==> config.mk <==
export PLATFORM = sky130hd
export DESIGN_NAME = first_fit_slot_allocator
export DESIGN_NICKNAME = d
export VERILOG_FILES = /design/src/sv/ffsa_pkg.sv /design/src/sv/ffsa_ram.sv /design/src/sv/ffsa_dp.sv /design/src/sv/ffsa_ctrl.sv /design/src/sv/first_fit_slot_allocator.sv
export SDC_FILE = /design/constraint.sdc
export NUM_CORES = 2
export LEC_CHECK = 0
export BUFFER_PORTS_ARGS = -buffer_cell sky130_fd_sc_hd__buf_2
export CELL_PAD_IN_SITES_DETAIL_PLACEMENT = 0
export CELL_PAD_IN_SITES_GLOBAL_PLACEMENT = 1
export CORE_UTILIZATION = 53
export CTS_CLUSTER_SIZE = 20
export DETAILED_ROUTE_END_ITERATION = 16
export PLACE_DENSITY = 0.78
export SLEW_MARGIN = 20
export SYNTH_ARGS = -nofsm -noshare
export SYNTH_HDL_FRONTEND = slang
export SYNTH_SLANG_ARGS = --single-unit
==> constraint.sdc <==
create_clock -name clk -period 14.3 [get_ports clk]
set_input_delay 0.715 -clock clk [delete_from_list [all_inputs] [get_ports clk]]
set_output_delay 0.715 -clock clk [all_outputs]
set_load 0.05 [all_outputs]
==> src/sv/ffsa_pkg.sv <==
// Shared types and constants for the first-fit slot allocator.
// Holds status codes, controller states, register indexes and the
// command/status bundles between controller and datapath. No dependencies.
package ffsa_pkg;

    // Field and register widths
    localparam int ROW_W      = 4;
    localparam int COL_W      = 7;
    localparam int LEN_W      = 8;
    localparam int POOL_W     = 6;
    localparam int RIU_W      = 5;
    localparam int CIU_W      = 8;
    localparam int PCNT_W     = 7;
    localparam int CFG_IDX_W  = 2;
    localparam int CFG_DATA_W = 8;

    // Register indexes on the configuration port
    localparam logic [CFG_IDX_W-1:0] CFG_ROWS_IN_USE = 2'd0;
    localparam logic [CFG_IDX_W-1:0] CFG_COLS_IN_USE = 2'd1;
    localparam logic [CFG_IDX_W-1:0] CFG_POOL_COUNT  = 2'd2;

    // Register reset values
    localparam logic [RIU_W-1:0]  RIU_RESET  = 5'd16;
    localparam logic [CIU_W-1:0]  CIU_RESET  = 8'd128;
    localparam logic [PCNT_W-1:0] PCNT_RESET = 7'd1;
    localparam logic [PCNT_W-1:0] MAX_POOLS  = 7'd64;

    typedef enum logic [1:0] {
        STAT_PLACED       = 2'd0,
        STAT_NO_FIT       = 2'd1,
        STAT_MARKED       = 2'd2,
        STAT_OUT_OF_RANGE = 2'd3
    } status_t;

    typedef enum logic [2:0] {
        S_IDLE,
        S_DECODE,
        S_MARK_WR,
        S_SCAN,
        S_ALLOC_WR,
        S_FINISH
    } state_t;

    typedef struct packed {
        logic    capture;
        logic    mark_rd;
        logic    mark_wr;
        logic    scan_start;
        logic    scan_run;
        logic    alloc_wr;
        logic    load_out;
        status_t code;
    } ffsa_cmd_t;

    typedef struct packed {
        logic req_alloc;
        logic mark_ok;
        logic alloc_ok;
        logic hit;
        logic scan_done;
        logic out_busy;
    } ffsa_stat_t;

endpackage

==> src/sv/ffsa_ram.sv <==
// Generic single-write, single-read RAM with registered read data.
// No dependencies.
module ffsa_ram #(
    parameter int WIDTH = 8,
    parameter int DEPTH = 16,
    parameter int AW    = (DEPTH > 1) ? $clog2(DEPTH) : 1
) (
    input  logic             clk,
    input  logic             we,
    input  logic [AW-1:0]    waddr,
    input  logic [WIDTH-1:0] wdata,
    input  logic             re,
    input  logic [AW-1:0]    raddr,
    output logic [WIDTH-1:0] rdata
);

    logic [WIDTH-1:0] mem [DEPTH];

    always_ff @(posedge clk)
    begin
        if (we)
        begin
            mem[waddr] <= wdata;
        end
        if (re)
        begin
            rdata <= mem[raddr];
        end
    end

endmodule

==> src/sv/ffsa_dp.sv <==
// Datapath of the slot allocator: config registers, request capture, bitmap RAM,
// row scan pipeline, run search, pool counter and result register.
// Depends on ffsa_pkg and ffsa_ram.
module ffsa_dp
    import ffsa_pkg::*;
#(
    parameter int ROWS = 16,
    parameter int COLS = 128
) (
    input  logic                  clk,
    input  logic                  rst_n,
    input  logic                  cfg_we,
    input  logic [CFG_IDX_W-1:0]  cfg_index,
    input  logic [CFG_DATA_W-1:0] cfg_data,
    input  logic                  req_type,
    input  logic [ROW_W-1:0]      slot_row,
    input  logic [COL_W-1:0]      slot_col,
    input  logic [LEN_W-1:0]      run_length,
    input  ffsa_cmd_t             cmd,
    output ffsa_stat_t            stat,
    input  logic                  out_stall,
    output logic                  out_valid,
    output logic [1:0]            status,
    output logic [ROW_W-1:0]      grant_row,
    output logic [COL_W-1:0]      grant_col,
    output logic [POOL_W-1:0]     pool
);

    // Only rows reachable by a 5-bit row count and columns reachable by an
    // 8-bit column count are ever touched.
    localparam int NROW = (ROWS < 31) ? ROWS : 31;
    localparam int NCOL = (COLS < 255) ? COLS : 255;
    localparam int RAW  = (NROW > 1) ? $clog2(NROW) : 1;
    localparam int CW   = (NCOL > 1) ? $clog2(NCOL) : 1;
    localparam int NSTEP = LEN_W;
    localparam logic [RIU_W-1:0] NROW_LIM = RIU_W'(NROW);
    localparam logic [CIU_W-1:0] NCOL_LIM = CIU_W'(NCOL);

    // Configuration
    logic [RIU_W-1:0]  rows_in_use_reg;
    logic [CIU_W-1:0]  cols_in_use_reg;
    logic [PCNT_W-1:0] pool_count_reg;
    logic [RIU_W-1:0]  nr;
    logic [CIU_W-1:0]  nc;
    logic [PCNT_W-1:0] eff_pools;

    // Request
    logic              req_type_reg;
    logic [ROW_W-1:0]  req_row_reg;
    logic [COL_W-1:0]  req_col_reg;
    logic [LEN_W-1:0]  req_len_reg;

    // Bitmap storage and per-row written flags
    logic [NROW-1:0]   row_valid_reg;
    logic              ram_we;
    logic [RAW-1:0]    ram_waddr;
    logic [NCOL-1:0]   ram_wdata;
    logic              ram_re;
    logic [RAW-1:0]    ram_raddr;
    logic [NCOL-1:0]   ram_rdata;
    logic              rv1_reg;
    logic [NCOL-1:0]   row_bits;

    // Scan pipeline
    logic [RIU_W-1:0]  cnt_reg;
    logic              issue;
    logic              v1_reg;
    logic [RIU_W-1:0]  row1_reg;
    logic              v2_reg;
    logic [RIU_W-1:0]  row2_reg;
    logic [NCOL-1:0]   win2_reg;
    logic [NCOL-1:0]   data2_reg;

    // Run search
    logic [NCOL-1:0]   q [NSTEP];
    logic [NCOL-1:0]   acc;
    logic              acc_started;
    logic [NCOL-1:0]   win;
    logic [CW-1:0]     end_col;
    logic [CIU_W-1:0]  start_col;
    logic [NCOL-1:0]   run_mask;
    logic [NCOL-1:0]   mark_bit;

    // Pool and grant
    logic [POOL_W-1:0] next_pool_reg;
    logic [PCNT_W-1:0] pool_inc;
    logic [ROW_W-1:0]  g_row_reg;
    logic [COL_W-1:0]  g_col_reg;
    logic [POOL_W-1:0] g_pool_reg;

    // Result register
    logic              out_valid_reg;
    logic [1:0]        status_reg;
    logic [ROW_W-1:0]  grant_row_reg;
    logic [COL_W-1:0]  grant_col_reg;
    logic [POOL_W-1:0] pool_reg;

    assign nr = (rows_in_use_reg > NROW_LIM) ? NROW_LIM : rows_in_use_reg;
    assign nc = (cols_in_use_reg > NCOL_LIM) ? NCOL_LIM : cols_in_use_reg;
    assign eff_pools = (pool_count_reg == '0) ? PCNT_W'(1) :
                       ((pool_count_reg > MAX_POOLS) ? MAX_POOLS : pool_count_reg);

    always_ff @(posedge clk or negedge rst_n)
    begin
        if (!rst_n)
        begin
            rows_in_use_reg <= RIU_RESET;
            cols_in_use_reg <= CIU_RESET;
            pool_count_reg  <= PCNT_RESET;
        end
        else if (cfg_we)
        begin
            case (cfg_index)
                CFG_ROWS_IN_USE: rows_in_use_reg <= cfg_data[RIU_W-1:0];
                CFG_COLS_IN_USE: cols_in_use_reg <= cfg_data[CIU_W-1:0];
                CFG_POOL_COUNT:  pool_count_reg  <= cfg_data[PCNT_W-1:0];
                default:         ;
            endcase
        end
    end

    always_ff @(posedge clk)
    begin
        if (cmd.capture)
        begin
            req_type_reg <= req_type;
            req_row_reg  <= slot_row;
            req_col_reg  <= slot_col;
            req_len_reg  <= run_length;
        end
    end

    // Bitmap RAM; rows never written read as all free
    assign issue     = cmd.scan_run && (cnt_reg < nr);
    assign ram_re    = issue || cmd.mark_rd;
    assign ram_raddr = cmd.mark_rd ? RAW'(req_row_reg) : cnt_reg[RAW-1:0];
    assign ram_we    = cmd.mark_wr || cmd.alloc_wr;
    assign ram_waddr = cmd.alloc_wr ? row2_reg[RAW-1:0] : RAW'(req_row_reg);
    assign ram_wdata = cmd.alloc_wr ? (data2_reg | run_mask) : (row_bits | mark_bit);
    assign row_bits  = rv1_reg ? ram_rdata : '0;

    ffsa_ram #(
        .WIDTH (NCOL),
        .DEPTH (NROW)
    ) u_ram (
        .clk   (clk),
        .we    (ram_we),
        .waddr (ram_waddr),
        .wdata (ram_wdata),
        .re    (ram_re),
        .raddr (ram_raddr),
        .rdata (ram_rdata)
    );

    always_ff @(posedge clk or negedge rst_n)
    begin
        if (!rst_n)
        begin
            row_valid_reg <= '0;
        end
        else if (ram_we)
        begin
            row_valid_reg[ram_waddr] <= 1'b1;
        end
    end

    always_ff @(posedge clk)
    begin
        if (ram_re)
        begin
            rv1_reg <= row_valid_reg[ram_raddr];
        end
    end

    // Scan control: one row read issued per cycle, two stages behind it
    always_ff @(posedge clk or negedge rst_n)
    begin
        if (!rst_n)
        begin
            cnt_reg <= '0;
            v1_reg  <= 1'b0;
            v2_reg  <= 1'b0;
        end
        else if (cmd.scan_start)
        begin
            cnt_reg <= '0;
            v1_reg  <= 1'b0;
            v2_reg  <= 1'b0;
        end
        else if (cmd.scan_run)
        begin
            if (issue)
            begin
                cnt_reg <= cnt_reg + RIU_W'(1);
            end
            v1_reg <= issue;
            v2_reg <= v1_reg;
        end
    end

    always_ff @(posedge clk)
    begin
        if (cmd.scan_run)
        begin
            row1_reg  <= cnt_reg;
            row2_reg  <= row1_reg;
            win2_reg  <= win;
            data2_reg <= row_bits;
        end
    end

    // Free-run windows: q[i][k] set when the 2**i slots ending at k are free,
    // then combine the windows picked by the bits of the run length. The first
    // window taken stands alone; each later one must follow a free partial run.
    always_comb
    begin
        q[0] = ~row_bits;
        for (int i = 1; i < NSTEP; i++)
        begin
            q[i] = q[i-1] & (q[i-1] << (1 << (i - 1)));
        end
        acc         = '0;
        acc_started = 1'b0;
        for (int i = 0; i < NSTEP; i++)
        begin
            if (req_len_reg[i])
            begin
                acc         = acc_started ? (q[i] & (acc << (1 << i))) : q[i];
                acc_started = 1'b1;
            end
        end
        for (int k = 0; k < NCOL; k++)
        begin
            win[k] = acc[k] && (CIU_W'(k) < nc);
        end
    end

    // Lowest run end wins: it is also the lowest start
    always_comb
    begin
        end_col = '0;
        for (int k = NCOL - 1; k >= 0; k--)
        begin
            if (win2_reg[k])
            begin
                end_col = CW'(k);
            end
        end
    end

    assign start_col = CIU_W'(end_col) + CIU_W'(1) - req_len_reg;

    always_comb
    begin
        for (int k = 0; k < NCOL; k++)
        begin
            run_mask[k] = (CIU_W'(k) >= start_col) && (CIU_W'(k) <= CIU_W'(end_col));
            mark_bit[k] = (CIU_W'(k) == {1'b0, req_col_reg});
        end
    end

    // Pool counter and grant capture
    assign pool_inc = {1'b0, next_pool_reg} + PCNT_W'(1);

    always_ff @(posedge clk or negedge rst_n)
    begin
        if (!rst_n)
        begin
            next_pool_reg <= '0;
        end
        else if (cmd.alloc_wr)
        begin
            next_pool_reg <= (pool_inc >= eff_pools) ? '0 : pool_inc[POOL_W-1:0];
        end
    end

    always_ff @(posedge clk)
    begin
        if (cmd.alloc_wr)
        begin
            g_row_reg  <= row2_reg[ROW_W-1:0];
            g_col_reg  <= start_col[COL_W-1:0];
            g_pool_reg <= next_pool_reg;
        end
    end

    // Result register
    always_ff @(posedge clk or negedge rst_n)
    begin
        if (!rst_n)
        begin
            out_valid_reg <= 1'b0;
        end
        else if (cmd.load_out)
        begin
            out_valid_reg <= 1'b1;
        end
        else if (!out_stall)
        begin
            out_valid_reg <= 1'b0;
        end
    end

    always_ff @(posedge clk)
    begin
        if (cmd.load_out)
        begin
            status_reg <= cmd.code;
            if (cmd.code == STAT_PLACED)
            begin
                grant_row_reg <= g_row_reg;
                grant_col_reg <= g_col_reg;
                pool_reg      <= g_pool_reg;
            end
            else
            begin
                grant_row_reg <= '0;
                grant_col_reg <= '0;
                pool_reg      <= '0;
            end
        end
    end

    assign out_valid = out_valid_reg;
    assign status    = status_reg;
    assign grant_row = grant_row_reg;
    assign grant_col = grant_col_reg;
    assign pool      = pool_reg;

    assign stat.req_alloc = req_type_reg;
    assign stat.mark_ok   = ({1'b0, req_row_reg} < nr) && ({1'b0, req_col_reg} < nc);
    assign stat.alloc_ok  = (req_len_reg != '0) && (req_len_reg <= nc) && (nr != '0);
    assign stat.hit       = v2_reg && (|win2_reg);
    assign stat.scan_done = (cnt_reg >= nr) && !v1_reg && !v2_reg;
    assign stat.out_busy  = out_valid_reg && out_stall;

endmodule

==> src/sv/ffsa_ctrl.sv <==
// Controller state machine of the slot allocator: sequences mark,
// scan, write-back and result hand-off. Depends on ffsa_pkg.
module ffsa_ctrl
    import ffsa_pkg::*;
(
    input  logic       clk,
    input  logic       rst_n,
    input  logic       in_valid,
    output logic       in_stall,
    input  ffsa_stat_t stat,
    output ffsa_cmd_t  cmd
);

    state_t  state_reg;
    state_t  state_next;
    status_t code_reg;
    status_t code_next;

    always_ff @(posedge clk or negedge rst_n)
    begin
        if (!rst_n)
        begin
            state_reg <= S_IDLE;
            code_reg  <= STAT_NO_FIT;
        end
        else
        begin
            state_reg <= state_next;
            code_reg  <= code_next;
        end
    end

    // Next state
    always_comb
    begin
        state_next = state_reg;
        code_next  = code_reg;
        case (state_reg)
            S_IDLE:
            begin
                if (in_valid)
                begin
                    state_next = S_DECODE;
                end
            end
            S_DECODE:
            begin
                if (stat.req_alloc)
                begin
                    if (stat.alloc_ok)
                    begin
                        state_next = S_SCAN;
                    end
                    else
                    begin
                        code_next  = STAT_NO_FIT;
                        state_next = S_FINISH;
                    end
                end
                else if (stat.mark_ok)
                begin
                    state_next = S_MARK_WR;
                end
                else
                begin
                    code_next  = STAT_OUT_OF_RANGE;
                    state_next = S_FINISH;
                end
            end
            S_MARK_WR:
            begin
                code_next  = STAT_MARKED;
                state_next = S_FINISH;
            end
            S_SCAN:
            begin
                if (stat.hit)
                begin
                    state_next = S_ALLOC_WR;
                end
                else if (stat.scan_done)
                begin
                    code_next  = STAT_NO_FIT;
                    state_next = S_FINISH;
                end
            end
            S_ALLOC_WR:
            begin
                code_next  = STAT_PLACED;
                state_next = S_FINISH;
            end
            S_FINISH:
            begin
                if (!stat.out_busy)
                begin
                    state_next = S_IDLE;
                end
            end
            default:
            begin
                state_next = S_IDLE;
            end
        endcase
    end

    // Outputs
    always_comb
    begin
        cmd      = '0;
        cmd.code = code_reg;
        in_stall = 1'b1;
        case (state_reg)
            S_IDLE:
            begin
                in_stall    = 1'b0;
                cmd.capture = in_valid;
            end
            S_DECODE:
            begin
                cmd.scan_start = stat.req_alloc && stat.alloc_ok;
                cmd.mark_rd    = !stat.req_alloc && stat.mark_ok;
            end
            S_MARK_WR:
            begin
                cmd.mark_wr = 1'b1;
            end
            S_SCAN:
            begin
                cmd.scan_run = !stat.hit;
            end
            S_ALLOC_WR:
            begin
                cmd.alloc_wr = 1'b1;
            end
            S_FINISH:
            begin
                cmd.load_out = !stat.out_busy;
            end
            default:
            begin
                in_stall = 1'b1;
            end
        endcase
    end

endmodule

==> src/sv/first_fit_slot_allocator.sv <==
// Top level of the first-fit slot allocator: controller plus datapath.
// Depends on ffsa_pkg, ffsa_ctrl, ffsa_dp (and ffsa_ram through ffsa_dp).
//
//  channel  | handshake              | payload
//  ---------+------------------------+------------------------------------------
//  in       | in_valid / in_stall    | req_type, slot_row, slot_col, run_length
//  out      | out_valid / out_stall  | status, grant_row, grant_col, pool
//  cfg      | cfg_we                 | cfg_index, cfg_data
//
// A mark reads the addressed row and writes it back with the slot set. An allocate
// reads one bitmap row from the RAM per cycle, with the run search trailing the read
// by two stages, then writes the found run back.
// Reset clears the bitmap at once through per-row written flags; no clearing pass.
// A waiting result sits in the output register; a new transaction is taken
// while it waits, and only hand-off of the next result holds on out_stall.
module first_fit_slot_allocator
    import ffsa_pkg::*;
#(
    parameter int ROWS = 16,
    parameter int COLS = 128
) (
    input  logic                  clk,
    input  logic                  rst_n,
    input  logic                  cfg_we,
    input  logic [CFG_IDX_W-1:0]  cfg_index,
    input  logic [CFG_DATA_W-1:0] cfg_data,
    input  logic                  in_valid,
    output logic                  in_stall,
    input  logic                  req_type,
    input  logic [ROW_W-1:0]      slot_row,
    input  logic [COL_W-1:0]      slot_col,
    input  logic [LEN_W-1:0]      run_length,
    output logic                  out_valid,
    input  logic                  out_stall,
    output logic [1:0]            status,
    output logic [ROW_W-1:0]      grant_row,
    output logic [COL_W-1:0]      grant_col,
    output logic [POOL_W-1:0]     pool
);

    ffsa_cmd_t  cmd;
    ffsa_stat_t stat;

    // Sequencer: decode, row scan, write-back, result hand-off
    ffsa_ctrl u_ctrl (
        .clk      (clk),
        .rst_n    (rst_n),
        .in_valid (in_valid),
        .in_stall (in_stall),
        .stat     (stat),
        .cmd      (cmd)
    );

    // Bitmap, run search, pool counter and result register
    ffsa_dp #(
        .ROWS (ROWS),
        .COLS (COLS)
    ) u_dp (
        .clk        (clk),
        .rst_n      (rst_n),
        .cfg_we     (cfg_we),
        .cfg_index  (cfg_index),
        .cfg_data   (cfg_data),
        .req_type   (req_type),
        .slot_row   (slot_row),
        .slot_col   (slot_col),
        .run_length (run_length),
        .cmd        (cmd),
        .stat       (stat),
        .out_stall  (out_stall),
        .out_valid  (out_valid),
        .status     (status),
        .grant_row  (grant_row),
        .grant_col  (grant_col),
        .pool       (pool)
    );

    // One transaction in flight: after an accept, hold off the next one
    a_one_in_flight: assert property (@(posedge clk) disable iff (!rst_n)
        (in_valid && !in_stall) |=> in_stall)
        else $error("second transaction accepted while one is in flight");

    // Never overwrite a result that is still waiting for the consumer
    a_no_overwrite: assert property (@(posedge clk) disable iff (!rst_n)
        cmd.load_out |-> !(out_valid && out_stall))
        else $error("result register overwritten under stall");

    // A run is written back only after the scan found a fit
    a_alloc_on_hit: assert property (@(posedge clk) disable iff (!rst_n)
        cmd.alloc_wr |-> $past(stat.hit))
        else $error("allocate write-back without a hit");

    // A fresh scan starts with an empty pipeline
    a_scan_clean: assert property (@(posedge clk) disable iff (!rst_n)
        cmd.scan_start |=> !stat.hit)
        else $error("stale hit after scan start");

endmodule

==> results.yml <==
cells_and_area:
  fin_nets: 9306
  drive_gt1_share_pct: 10.8
  syn2layout_area_growth_pct: 11.7
  largest_reg_flops: 2048
  fillers: 17428
  top_register: "u_dp.u_ram.mem"
pwr:
  max-vdd-ir-drop_uv: 171
  p_per_area_nw_per_um2: 201
  finalPower_mw: 26.7
  p_leak_nw: 49.3
routing:
  via_count: 90377
  drtAntennaViolNets: 0
  drc_errors: 0
  drt_wl_total_mm: 507
  via_per_inst: 7.27
  wl_per_cell_um: 40.8
  first_pass_iters: 7
  initialDrtViolationCount: 14057
global_routing:
  overflow: 0
  antenna_found_initial: 56
  grt_pass1_wl_mm: 682
  grt_pass1_vias: 83414
  grt_start_max_net_pins: 137
  grt_usage_pct: 44.1
setup_path:
  ff2ff_setup_slack_ps: 6040
  reg2reg_depth: 18
  arrival_ps: 8850
  r2r-end: "u_dp.u_ram.mem[2][27]"
  worstReg2RegStart: "u_dp.win2_reg[7]"
  cp.required_ps: 14890
  cp_max_fo: 16
  end_kind: "register"
  crit_type: "reg -> reg"
  critPathLaunchType: "register"
placement:
  gp_congestion: 1.15
  post-place-ws_ps: 6310
  io_buffers: 55
  dp_hpwl_mm: 338
timing:
  post-route-period-util_pct: 57.7
  whs_ps: 55.9
  worst_slack_ps: 6040
  worst_slew_pin_slew_ps: 1370
  fin_tns_setup_ps: 0
  maxSlewHeadroom_pct: 8.42
  clock.fmax_mhz: 121
  hold_violations: 0
  period_minus_slack_ps: 8260
  skew_ps: 117
  rsz0062_at_grt: "false"
  slew_violations: 0
  setup_violations: 0
logic_synthesis:
  postSynthCellCount: 9138
  ys_ff_latch: 2552
  yosysWarnings: 0
  synth_enable_flop_cells: 2497
  yosys.cell_types.count: 92
  synth_ff_type: "edfxtp_1"
  netlist_area_um2: 119000
  yosysSeqAreaShare_pct: 64.4
  synth_area_per_cell_um2: 13.0
  synth_async_sr_flop_share_pct: 2.16
  syn-num-nets: 9218
clock_tree:
  cts_sinks: 2552
  cts_resized: 0
  cts.clk_slew.worst_paths_ps: 60
  clk_latency_ps: 1010
  cts_buffer_depth: 4
  cts_max_level: 5
  root_buffer: "clkbuf_16"
  cts_tree: "built"
  postCtsSetupBuffers: 0
  cts_buffers: 279
  cts_hold_buf: 19
job:
  max-cap-violations: 0
worst_hold_path:
  holdPathStages: 3
  hp-start: "cfg_data[4]"
  hold_class: "in -> reg"
  hold_end: "u_dp.rows_in_use_reg[4]"
die:
  design.core.area_um2: 222000
  rows: 173
  die-area_um2: 226000
  top_level_ports: 56
  die_y_um: 475
  start_util_pct: 53.4
  die_x_um: 475
outcome:
  status: "finished clean"
-- worst max-delay path, cell delays in order, from the launching register on --
cell      delay [ps]
edfxtp_1         480
nor4_1           970
a21boi_0         660
o311ai_1         240
buf_4            270
nand3_1          280
inv_2            230
ha_1             370
fa_1             510
a21o_1           190
a21oi_1          310
nand4b_1         190
nand3_1          380
nor2_1           530
nand2_1          570
nor2_1           480
buf_4            300
o21ai_0          120
o21ai_1          800
-- cells in the mapped netlist, types with 23 or more instances --
cell	n	area, um^2
dfrtp_1	51	1280
buf_6	27	304
a211oi_1	202	1520
a21oi_1	498	2490
ha_1	44	551
o211a_1	23	230
o41ai_1	84	736
nor3_1	152	761
a21o_1	88	661
a311oi_1	24	210
or2_2	31	194
edfxtp_1	2497	75000
a31oi_1	88	551
buf_1	68	255
nor2b_1	37	231
o21bai_1	36	270
a221oi_1	27	236
buf_2	100	500
o22ai_1	556	3480
mux2_2	30	338
or3_1	42	263
o31ai_1	39	293
o21a_1	38	285
and3_1	53	332
a2111oi_0	43	377
inv_1	101	379
buf_4	57	428
o311ai_0	29	254
mux2i_1	1050	10500
clkbuf_1	380	1430
nand4_1	56	350
o2111ai_1	49	429
or4_1	153	1150
nand2_1	565	2120
nand3_1	153	766
nor4_1	92	576
nand2b_1	44	275
and2_1	184	1150
o211ai_1	107	803
a211o_1	35	307
o21ai_0	435	2180
nor2_1	506	1900
-- how the worst max path moves through the flow --
stage / cells after the start / start / end
5_1_grt: 18 / u_dp.win2_reg[7] / u_dp.u_ram.mem[10][27]
6_report: 18 / u_dp.win2_reg[7] / u_dp.u_ram.mem[2][27]
3_5_place_dp: 18 / u_dp.win2_reg[7] / u_dp.u_ram.mem[14][17]
4_1_cts: 18 / u_dp.win2_reg[7] / u_dp.u_ram.mem[3][17]
3_3_place_gp: 22 / u_dp.win2_reg[67] / u_dp.u_ram.mem[10][17]
2_1_floorplan: 9 / u_dp.win2_reg[115] / u_dp.rv1_reg
-- cell type report --
type	count	area (um^2)	share of cell area [%]
antenna	41	103	0.0774
clock buffer	345	7390	5.57
tap	2975	3720	2.81
timing repair buffer	442	3570	2.69
multi-input combinational	5840	39800	30.0
inverter	111	429	0.324
sequential	2552	76400	57.6
clock inverter	129	1220	0.923
-- cell usage in the layout, fill, tap and decap left out, types with 184 or more instances in the layout --
cell type	n
edfxtp_1	2497
mux2i_1	1049
nand2_1	556
o22ai_1	556
a21oi_1	472
nor2_1	467
o21ai_0	415
buf_4	335
clkbuf_16	285
a211oi_1	195
and2_1	184
-- kinds of logic after synthesis --
family / share of synthesized area, %
AOI/OAI and AO/OA: 14.3
xor gates and xnor gates: 0.0812
adders and majority gates: 0.481
buffers and inverters: 2.83
DFF: 64.4
muxes: 9.17
and+or+nand+nor: 8.78
-- metal layers --
metal | share of wire [%] | GRT usage (%)
met1 | 37 | 57.0
met2 | 43 | 64.2
met3 | 12 | 12.4
met4 | 8.5 | 31.1
met5 | 0.051 | 0
-- through the flow --
step	cells	instance area (um^2)	utilization, %
floorplan	9138	119000	-
global placement	11892	123000	55.5
detailed placement	11892	123000	55.5
CTS	12385	132000	59.5
global route	12398	132000	59.6
finish	12435	133000	59.6
-- where the power goes --
part           switching (mW)  internal (mW)  leakage, nW
sequential              0.659           9.99         23.5
combinational            6.53           2.60         21.6
clock                    2.87           4.02         4.19
total                    10.1           16.6         49.3
Power figures use the tool's default switching activity.
